### src/dht_pkg.sv
// ----------------------------------------------------------------------------
// dht_pkg
// types, codes and sizes shared by the device health tracker
// ----------------------------------------------------------------------------
`timescale 1ns / 1ps
`default_nettype none

package dht_pkg;

   localparam int unsigned TS_W      = 64;
   localparam int unsigned WIN_DEPTH = 16;
   localparam int unsigned WIN_AW    = (WIN_DEPTH > 1) ? $clog2(WIN_DEPTH) : 1;
   localparam int unsigned WIN_FW    = $clog2(WIN_DEPTH + 1);
   localparam int unsigned CSR_IW    = 2;

   typedef enum logic [2:0] {
      OP_SUCCESS     = 3'd0,
      OP_MARK_BROKEN = 3'd1,
      OP_UNAVAILABLE = 3'd2,
      OP_BACK_ONLINE = 3'd3,
      OP_TIMEOUT     = 3'd4
   } dht_op_type;

   typedef enum logic [1:0] {
      ST_OK            = 2'd0,
      ST_UNAVAILABLE   = 2'd1,
      ST_SILENT_BROKEN = 2'd2,
      ST_BROKEN        = 2'd3
   } dht_status_type;

   typedef enum logic [1:0] {
      EV_NONE      = 2'd0,
      EV_BROKEN    = 2'd1,
      EV_RECOVERED = 2'd2
   } dht_event_type;

   localparam logic [CSR_IW-1:0] CSR_MAX_TIMED_OUT = 2'd0;
   localparam logic [CSR_IW-1:0] CSR_COOLDOWN      = 2'd1;
   localparam logic [CSR_IW-1:0] CSR_NOTIFY_EN     = 2'd2;

   typedef struct packed {
      logic            push;
      logic [TS_W-1:0] data;
   } dht_win_req_type;

   typedef struct packed {
      logic            busy;
      logic [TS_W-1:0] worst;
   } dht_win_sts_type;

endpackage

`default_nettype wire

### src/dht_window.sv
// ----------------------------------------------------------------------------
// dht_window
// ring of recent execution times in a synchronous memory; after each push
// the filled entries are read back one per cycle to find the largest
// ----------------------------------------------------------------------------
`timescale 1ns / 1ps
`default_nettype none

module dht_window
   import dht_pkg::*;
(
   input  wire logic            clock,
   input  wire logic            reset,
   input  wire dht_win_req_type win_req,
   output      dht_win_sts_type win_sts
);

   logic [TS_W-1:0]   mem [WIN_DEPTH];
   logic [TS_W-1:0]   rd_data_ff;
   logic [WIN_AW-1:0] wpos_ff;
   logic [WIN_FW-1:0] fill_ff;
   logic [WIN_FW-1:0] issue_ff;
   logic              pend_ff;
   logic              busy_ff;
   logic [TS_W-1:0]   worst_ff;

   always_ff @(posedge clock) begin
      if (win_req.push) begin
         mem[wpos_ff] <= win_req.data;
      end
      rd_data_ff <= mem[issue_ff[WIN_AW-1:0]];
   end

   always_ff @(posedge clock) begin
      if (reset) begin
         wpos_ff  <= '0;
         fill_ff  <= '0;
         issue_ff <= '0;
         pend_ff  <= 1'b0;
         busy_ff  <= 1'b0;
         worst_ff <= '0;
      end else if (win_req.push) begin
         wpos_ff  <= (wpos_ff == WIN_AW'(WIN_DEPTH - 1)) ? '0 : wpos_ff + 1'b1;
         fill_ff  <= (fill_ff == WIN_FW'(WIN_DEPTH)) ? fill_ff : fill_ff + 1'b1;
         issue_ff <= '0;
         pend_ff  <= 1'b0;
         busy_ff  <= 1'b1;
         worst_ff <= '0;
      end else if (busy_ff) begin
         if (issue_ff < fill_ff) begin
            issue_ff <= issue_ff + 1'b1;
            pend_ff  <= 1'b1;
         end else begin
            pend_ff <= 1'b0;
         end
         if (pend_ff && (rd_data_ff > worst_ff)) begin
            worst_ff <= rd_data_ff;
         end
         if ((issue_ff == fill_ff) && !pend_ff) begin
            busy_ff <= 1'b0;
         end
      end
   end

   assign win_sts.busy  = busy_ff;
   assign win_sts.worst = worst_ff;

endmodule

`default_nettype wire

### src/device_health_tracker.sv
// ----------------------------------------------------------------------------
// device_health_tracker
// health state of one storage device driven by request events
// ----------------------------------------------------------------------------
//  channel | direction | beat
//  req     | in        | opcode, request_start_ts, now_ts, execution_time, notify
//  rsp     | out       | device_state, event_kind, event_time, worst_time
//  csr     | in        | write enable, register index, 64-bit data
//
//  one event at a time, through the idle, prep, diff, decide and done states
//  a success adds the window rescan, one memory read per filled entry,
//  and the result waits in the done state until the rescan ends
//  synchronous reset; the window memory holds no reset, its fill count does
//  a stalled result waits in the output register while the next event is taken
// ----------------------------------------------------------------------------
`timescale 1ns / 1ps
`default_nettype none

module device_health_tracker
   import dht_pkg::*;
(
   input  wire logic              clock,
   input  wire logic              reset,
   input  wire logic              req_valid,
   output      logic              req_ready,
   input  wire logic [2:0]        req_opcode,
   input  wire logic [TS_W-1:0]   req_request_start_ts,
   input  wire logic [TS_W-1:0]   req_now_ts,
   input  wire logic [TS_W-1:0]   req_execution_time,
   input  wire logic              req_notify_request,
   output      logic              rsp_valid,
   input  wire logic              rsp_ready,
   output      logic [1:0]        rsp_device_state,
   output      logic [1:0]        rsp_event_kind,
   output      logic [TS_W-1:0]   rsp_event_time,
   output      logic [TS_W-1:0]   rsp_worst_time,
   input  wire logic              csr_write_enable,
   input  wire logic [CSR_IW-1:0] csr_index,
   input  wire logic [TS_W-1:0]   csr_write_data
);

   typedef enum logic [2:0] {
      S_IDLE,
      S_PREP,
      S_DIFF,
      S_DECIDE,
      S_DONE
   } fsm_type;

   fsm_type          state_ff;

   logic [TS_W-1:0]  max_to_ff;
   logic [TS_W-1:0]  cooldown_ff;
   logic             notify_en_ff;

   logic [1:0]       status_ff;
   logic [TS_W-1:0]  fts_ff;
   logic [TS_W-1:0]  lss_ff;
   logic [TS_W-1:0]  bs_ff;

   logic [2:0]       op_ff;
   logic [TS_W-1:0]  start_ff;
   logic [TS_W-1:0]  now_ff;
   logic [TS_W-1:0]  exec_ff;
   logic             notify_ff;

   logic             stale_ff;
   logic [TS_W-1:0]  fts_eff_ff;
   logic [TS_W:0]    sum_ff;
   logic [TS_W-1:0]  dur_ff;
   logic             cool_ff;
   logic [1:0]       ev_ff;
   logic [TS_W-1:0]  ev_time_ff;

   logic             rsp_valid_ff;
   logic [1:0]       rsp_state_ff;
   logic [1:0]       rsp_event_ff;
   logic [TS_W-1:0]  rsp_time_ff;
   logic [TS_W-1:0]  rsp_worst_ff;

   logic [TS_W:0]    diff;
   logic [TS_W-1:0]  sum_sat;

   logic [1:0]       status_in;
   logic [TS_W-1:0]  fts_in;
   logic [TS_W-1:0]  lss_in;
   logic [TS_W-1:0]  bs_in;
   logic [1:0]       ev_in;
   logic [TS_W-1:0]  ev_time_in;
   logic             push_in;

   dht_win_req_type  win_req;
   dht_win_sts_type  win_sts;
   logic             rsp_load;

   assign diff    = {1'b0, now_ff} - {1'b0, fts_eff_ff};
   assign sum_sat = sum_ff[TS_W] ? {TS_W{1'b1}} : sum_ff[TS_W-1:0];

   always_comb begin
      status_in  = status_ff;
      fts_in     = fts_ff;
      lss_in     = lss_ff;
      bs_in      = bs_ff;
      ev_in      = EV_NONE;
      ev_time_in = '0;
      push_in    = 1'b0;
      case (op_ff)
         OP_SUCCESS: begin
            fts_in    = '0;
            lss_in    = start_ff;
            bs_in     = '0;
            status_in = ST_OK;
            push_in   = 1'b1;
            if (status_ff == ST_SILENT_BROKEN || status_ff == ST_BROKEN) begin
               ev_in = EV_RECOVERED;
            end
         end
         OP_MARK_BROKEN: begin
            if (status_ff != ST_BROKEN) begin
               bs_in     = now_ff;
               status_in = ST_BROKEN;
               if (notify_ff) begin
                  ev_in      = EV_BROKEN;
                  ev_time_in = now_ff;
               end
            end
         end
         OP_UNAVAILABLE: begin
            status_in = ST_UNAVAILABLE;
         end
         OP_BACK_ONLINE: begin
            if (status_ff == ST_OK || status_ff == ST_UNAVAILABLE) begin
               status_in = ST_OK;
               fts_in    = '0;
            end
         end
         OP_TIMEOUT: begin
            if (!stale_ff) begin
               fts_in = fts_eff_ff;
               if (status_ff == ST_OK || status_ff == ST_UNAVAILABLE) begin
                  if (dur_ff > max_to_ff) begin
                     bs_in      = now_ff;
                     status_in  = ST_SILENT_BROKEN;
                     ev_in      = EV_BROKEN;
                     ev_time_in = now_ff;
                  end
               end else if (status_ff == ST_SILENT_BROKEN) begin
                  if (cool_ff) begin
                     status_in  = ST_BROKEN;
                     ev_in      = EV_BROKEN;
                     ev_time_in = now_ff;
                  end
               end
            end
         end
         default: begin
         end
      endcase
      if (!notify_en_ff) begin
         ev_in      = EV_NONE;
         ev_time_in = '0;
      end
   end

   assign win_req.push = (state_ff == S_DECIDE) && push_in;
   assign win_req.data = exec_ff;

   // result register takes a new beat once the scan is done and the slot frees
   assign rsp_load = (state_ff == S_DONE) && !win_sts.busy && (!rsp_valid_ff || rsp_ready);

   always_ff @(posedge clock) begin
      if (reset) begin
         state_ff     <= S_IDLE;
         max_to_ff    <= '0;
         cooldown_ff  <= '0;
         notify_en_ff <= 1'b1;
         status_ff    <= ST_OK;
         fts_ff       <= '0;
         lss_ff       <= '0;
         bs_ff        <= '0;
         rsp_valid_ff <= 1'b0;
      end else begin
         if (csr_write_enable) begin
            unique case (csr_index)
               CSR_MAX_TIMED_OUT: max_to_ff    <= csr_write_data;
               CSR_COOLDOWN:      cooldown_ff  <= csr_write_data;
               CSR_NOTIFY_EN:     notify_en_ff <= csr_write_data[0];
               default: begin
               end
            endcase
         end
         if (rsp_valid_ff && rsp_ready && !rsp_load) begin
            rsp_valid_ff <= 1'b0;
         end
         unique case (state_ff)
            S_IDLE: begin
               if (req_valid) begin
                  op_ff     <= req_opcode;
                  start_ff  <= req_request_start_ts;
                  now_ff    <= req_now_ts;
                  exec_ff   <= req_execution_time;
                  notify_ff <= req_notify_request;
                  state_ff  <= S_PREP;
               end
            end
            S_PREP: begin
               stale_ff   <= start_ff < lss_ff;
               fts_eff_ff <= (fts_ff == '0) ? start_ff : fts_ff;
               sum_ff     <= {1'b0, bs_ff} + {1'b0, cooldown_ff};
               state_ff   <= S_DIFF;
            end
            S_DIFF: begin
               dur_ff   <= ((fts_eff_ff != '0) && !diff[TS_W]) ? diff[TS_W-1:0] : '0;
               cool_ff  <= sum_sat < now_ff;
               state_ff <= S_DECIDE;
            end
            S_DECIDE: begin
               status_ff  <= status_in;
               fts_ff     <= fts_in;
               lss_ff     <= lss_in;
               bs_ff      <= bs_in;
               ev_ff      <= ev_in;
               ev_time_ff <= ev_time_in;
               state_ff   <= S_DONE;
            end
            S_DONE: begin
               if (rsp_load) begin
                  rsp_valid_ff <= 1'b1;
                  rsp_state_ff <= status_ff;
                  rsp_event_ff <= ev_ff;
                  rsp_time_ff  <= ev_time_ff;
                  rsp_worst_ff <= win_sts.worst;
                  state_ff     <= S_IDLE;
               end
            end
            default: begin
               state_ff <= S_IDLE;
            end
         endcase
      end
   end

   dht_window u_window (
      .clock   (clock),
      .reset   (reset),
      .win_req (win_req),
      .win_sts (win_sts)
   );

   assign req_ready        = (state_ff == S_IDLE);
   assign rsp_valid        = rsp_valid_ff;
   assign rsp_device_state = rsp_state_ff;
   assign rsp_event_kind   = rsp_event_ff;
   assign rsp_event_time   = rsp_time_ff;
   assign rsp_worst_time   = rsp_worst_ff;

endmodule

`default_nettype wire

### config.mk
export PLATFORM = sky130hd
export DESIGN_NAME = device_health_tracker
export DESIGN_NICKNAME = d
export VERILOG_FILES = /design/src/dht_pkg.sv /design/src/dht_window.sv /design/src/device_health_tracker.sv
export SDC_FILE = /design/constraint.sdc
export NUM_CORES = 2
export LEC_CHECK = 0
export BUFFER_PORTS_ARGS = -buffer_cell sky130_fd_sc_hd__buf_4
export CORE_MARGIN = 5
export CORE_UTILIZATION = 65
export CTS_CLUSTER_SIZE = 10
export DETAILED_ROUTE_END_ITERATION = 8
export PLACE_DENSITY = 0.84
export SKIP_CTS_REPAIR_TIMING = 1
export SYNTH_ARGS = -nofsm -noshare
export SYNTH_HDL_FRONTEND = slang
export SYNTH_SLANG_ARGS = --single-unit
### constraint.sdc
create_clock -name clock -period 53.2 [get_ports clock]
set_input_delay 10.64 -clock clock [delete_from_list [all_inputs] [get_ports clock]]
set_output_delay 10.64 -clock clock [all_outputs]
set_load 0.03 [all_outputs]
==> flow_summary.yaml <==
routing:
  drt-total-wl_mm: 249.8
  vias: 56990
  detail-route-antenna-nets: 0
  wl_per_cell_um: 29.26
  via_per_inst: 6.675
  drtPass1Iterations: 6
  drt_first_iter_violations: 7518
  drcViolationCount: 0
layout:
  drive_gt1_share_pct: 17.45
  fin_area_mm2: 0.09955
  multiInputGateArea_mm2: 0.02761
  fillers: 7652
  ff_latch_area_mm2: 0.05788
  area_growth_pct: 13.41
  fin_util_pct: 74.41
  nets: 7233
synth:
  synthDistinctLibCells: 77
  synth_warnings: 0
  synth-edff-count: 1613
  synth_flop_cell: "edfxtp_1"
  synth_seq_area_share_pct: 65.92
  synth_seq_cells: 2084
  netlist_instances: 6141
  syn_area_mm2: 0.08778
  synth_area_per_cell_um2: 14.29
  syn_nets: 6804
  async_reset_ff_share_pct: 0
setup_path:
  crit_end: "req_ready"
  critPathTopFamily: "simple AND/OR/NAND/NOR gates"
  cp.arrival_ns: 2.64
  reg2reg_depth: 13
  worstPathRequired_ns: 42.56
  startpoint: "state_ff[2]"
  timing.rr.end: "u_window.worst_ff[60]"
  critPathMaxStageDelay_ns: 1.11
  slowest_stage: "nor3_1"
  endpoint_kind: "output port"
  worst-path-stages: 2
  cp_max_fo: 5
  reg2reg_slack_ns: 48.26
  critPathBufInv: 1
  path_class: "reg -> out"
  start_kind: "flop"
  rr_startpoint: "u_window.worst_ff[59]"
  cp_cell_sequence: "nor3_1 > buf_4"
sta:
  setup_viol: 0
  hold_viol: 0
  whs_ns: 0.4015
  slew_viol_final: 0
  grt_setup_unrepaired: "no"
  tns_ns: 0
  relSlewSlack_pct: 6.109
  fin_worst_skew_ns: 0.08400
  worst_pin_slew_ns: 1.398
  fmax_ghz: 0.07532
  timing.final.crit_share_pct: 24.96
  timing.final.crit_period_ns: 13.28
cts:
  h-tree-depth: 4
  cts_root_buffer: "clkbuf_16"
  cts_made_buffers: 229
  cts_buffer_depth: 3
  cts.sinks: 2084
  cts.clk_slew.worst_paths_ns: 0.06
  cts_tree: "yes"
  clock_latency_ns: 0.90
grt:
  grt_max_degree: 122
  grt_pass1_vias: 57590
  grt.overflow.total: 0
  grt_pass1_wl_mm: 365.4
  grtUsageTotal_pct: 34.85
  antenna_found_initial: 11
min_path:
  hold_class: "reg -> reg"
floorplan:
  die-height_um: 377.5
  io_pins: 401
  die_w_um: 377.5
  initial_utilization_pct: 65.61
  row_count: 134
  dieArea_mm2: 0.1425
  core-area_mm2: 0.1338
power_and_ir_drop:
  power.total_mw: 3.405
  p_leak_nw: 35.32
  vdd_ir_drop_max_uv: 49.63
  p_per_area_mw_per_mm2: 34.21
run_status:
  status: "finished, final reports clean"
placement:
  place_hpwl_mm: 145.0
  gp_congestion: 0.9529
  dpl-instance-area_mm2: 0.09269
  port_buffers: 400
flow_run:
  maxCapViolCount: 0
[worst min path at each step]
| stage | endpoint | slack (ns) | depth (start not counted) | from |
|---|---|---|---|---|
| finish | rsp_event_time[3] | 0.40 | 0 | ev_time_ff[3] |
| global route | rsp_event_time[51] | 0.41 | 0 | ev_time_ff[51] |
| CTS | rsp_event_time[3] | 0.40 | 0 | ev_time_ff[3] |
| detailed placement | rsp_event_time[30] | 0.40 | 0 | ev_time_ff[30] |
| global placement | rsp_event_time[45] | 0.40 | 0 | ev_time_ff[45] |
| floorplan | rsp_event_kind[0] | 0.40 | 0 | ev_ff[0] |
[worst register-to-register path, delay by kind of cell (launching register included)]
| family | cells | cell delay, ns |
|---|---|---|
| AO/OA/AOI/OAI | 3 | 0.94 |
| AND/OR/NAND/NOR | 7 | 2.16 |
| flip-flops | 1 | 0.46 |
| buffers and inverters | 2 | 0.90 |
| adder cells (fa/ha/maj) | 1 | 0.34 |
[Yosys cell counts, drive strengths merged, types with 6 or more instances]
cell type  number  share of area [%]
a31o            7              0.070
o311ai          6              0.060
clkbuf        214               0.92
o21ai         174               0.99
edfxtp       1613                 55
and2           79               0.56
dfxtp         471                 11
a211oi         21               0.19
o21bai         32               0.27
nor3           39               0.24
buf            65               0.40
ha            394                5.6
nand3b          6              0.051
o21a           32               0.27
xnor2          78               0.78
a21o          276                2.4
mux4          320                8.2
nand3         162               0.92
nand4          96               0.68
or3            10              0.071
o41ai           8               0.12
a31oi          16               0.11
and3           19               0.14
a221oi          6              0.060
inv           368                1.6
nand2         561                2.4
nand2b         27               0.19
or2            73               0.52
o31ai           7              0.060
o211ai         10              0.086
a21oi         512                2.9
nor4           42               0.30
nor3b          10              0.086
a22o           63               0.63
nor2b          30               0.21
a2111oi        11               0.13
nor2          175               0.75
xor2           39               0.39
mux2i           6              0.068
[per-layer routing]
layer,vias up,part of all wire [%],track usage [%]
li1,24000,-,-
met2,4235,48,57.19
met5,-,0.014,0
met4,6,6.7,19.63
met1,27760,33,42.43
met3,985,12,9.191
[logic make-up (layout without fill, tap and decap cells)]
| group | after synthesis | after routing | synth area share (%) |
|---|---|---|---|
| compound gates | 1224 | 1224 | 8.786 |
| fa+ha+maj | 396 | 396 | 5.662 |
| xor+xnor | 117 | 117 | 1.167 |
| other cells | 0 | 2 | 0 |
| mux | 326 | 326 | 8.279 |
| buf+inv | 647 | 1274 | 2.886 |
| simple gates | 1347 | 1347 | 7.298 |
| flops | 2084 | 2084 | 65.92 |
[cell usage in the layout, fill, tap and decap left out, types with 30 or more instances in the layout]
master	instances
buf_4	475
o21ai_0	169
mux4_2	320
nand3_1	162
o21a_1	31
a21o_1	276
a22o_1	63
nor2_1	161
nand4_1	96
ha_1	394
nor2b_1	30
clkbuf_16	230
xor2_1	39
a21oi_1	509
or2_2	72
xnor2_1	78
clkbuf_1	177
nor3_1	34
nor4_1	40
o21bai_1	31
edfxtp_1	1613
inv_1	368
nand2_1	559
dfxtp_1	467
and2_1	77
[area by class of cell]
class	count	share of cell area [%]
Sequential cell	2084	58.14
Inverter	368	1.388
Clock buffer	411	6.504
Timing Repair Buffer	477	3.617
Multi-Input combinational cell	3410	27.74
Tap cell	1768	2.222
Clock inverter	18	0.3871
Antenna cell	2	0.005027
[metrics by stage]
stage	instances	setup WS (ns)
floorplan	6141	27.83
global placement	8107	39.95
detailed placement	8107	39.93
CTS	8536	40.16
global route	8536	40.01
finish	8538	39.92
[state kept, by name, summed over array words and instances (netlist names), 3 cells and up]
| register | count |
|---|---|
| bs_ff | 64 |
| cooldown_ff | 64 |
| dur_ff | 64 |
| ev_time_ff | 64 |
| exec_ff | 64 |
| fts_eff_ff | 64 |
| fts_ff | 64 |
| lss_ff | 64 |
| max_to_ff | 64 |
| now_ff | 64 |
| op_ff | 3 |
| rsp_event_time | 64 |
| rsp_worst_time | 64 |
| start_ff | 64 |
| state_ff | 3 |
| sum_ff | 65 |
| u_window.fill_ff | 5 |
| u_window.issue_ff | 5 |
| u_window.mem | 1024 |
| u_window.rd_data_ff | 64 |
| u_window.worst_ff | 64 |
| u_window.wpos_ff | 4 |
[report_power, final]
part           switching (mW)  internal (mW)
registers              0.0259           1.77
logic                  0.0836         0.0552
clock network           0.648          0.820
Note: power is estimated with default switching activity, not from simulation.
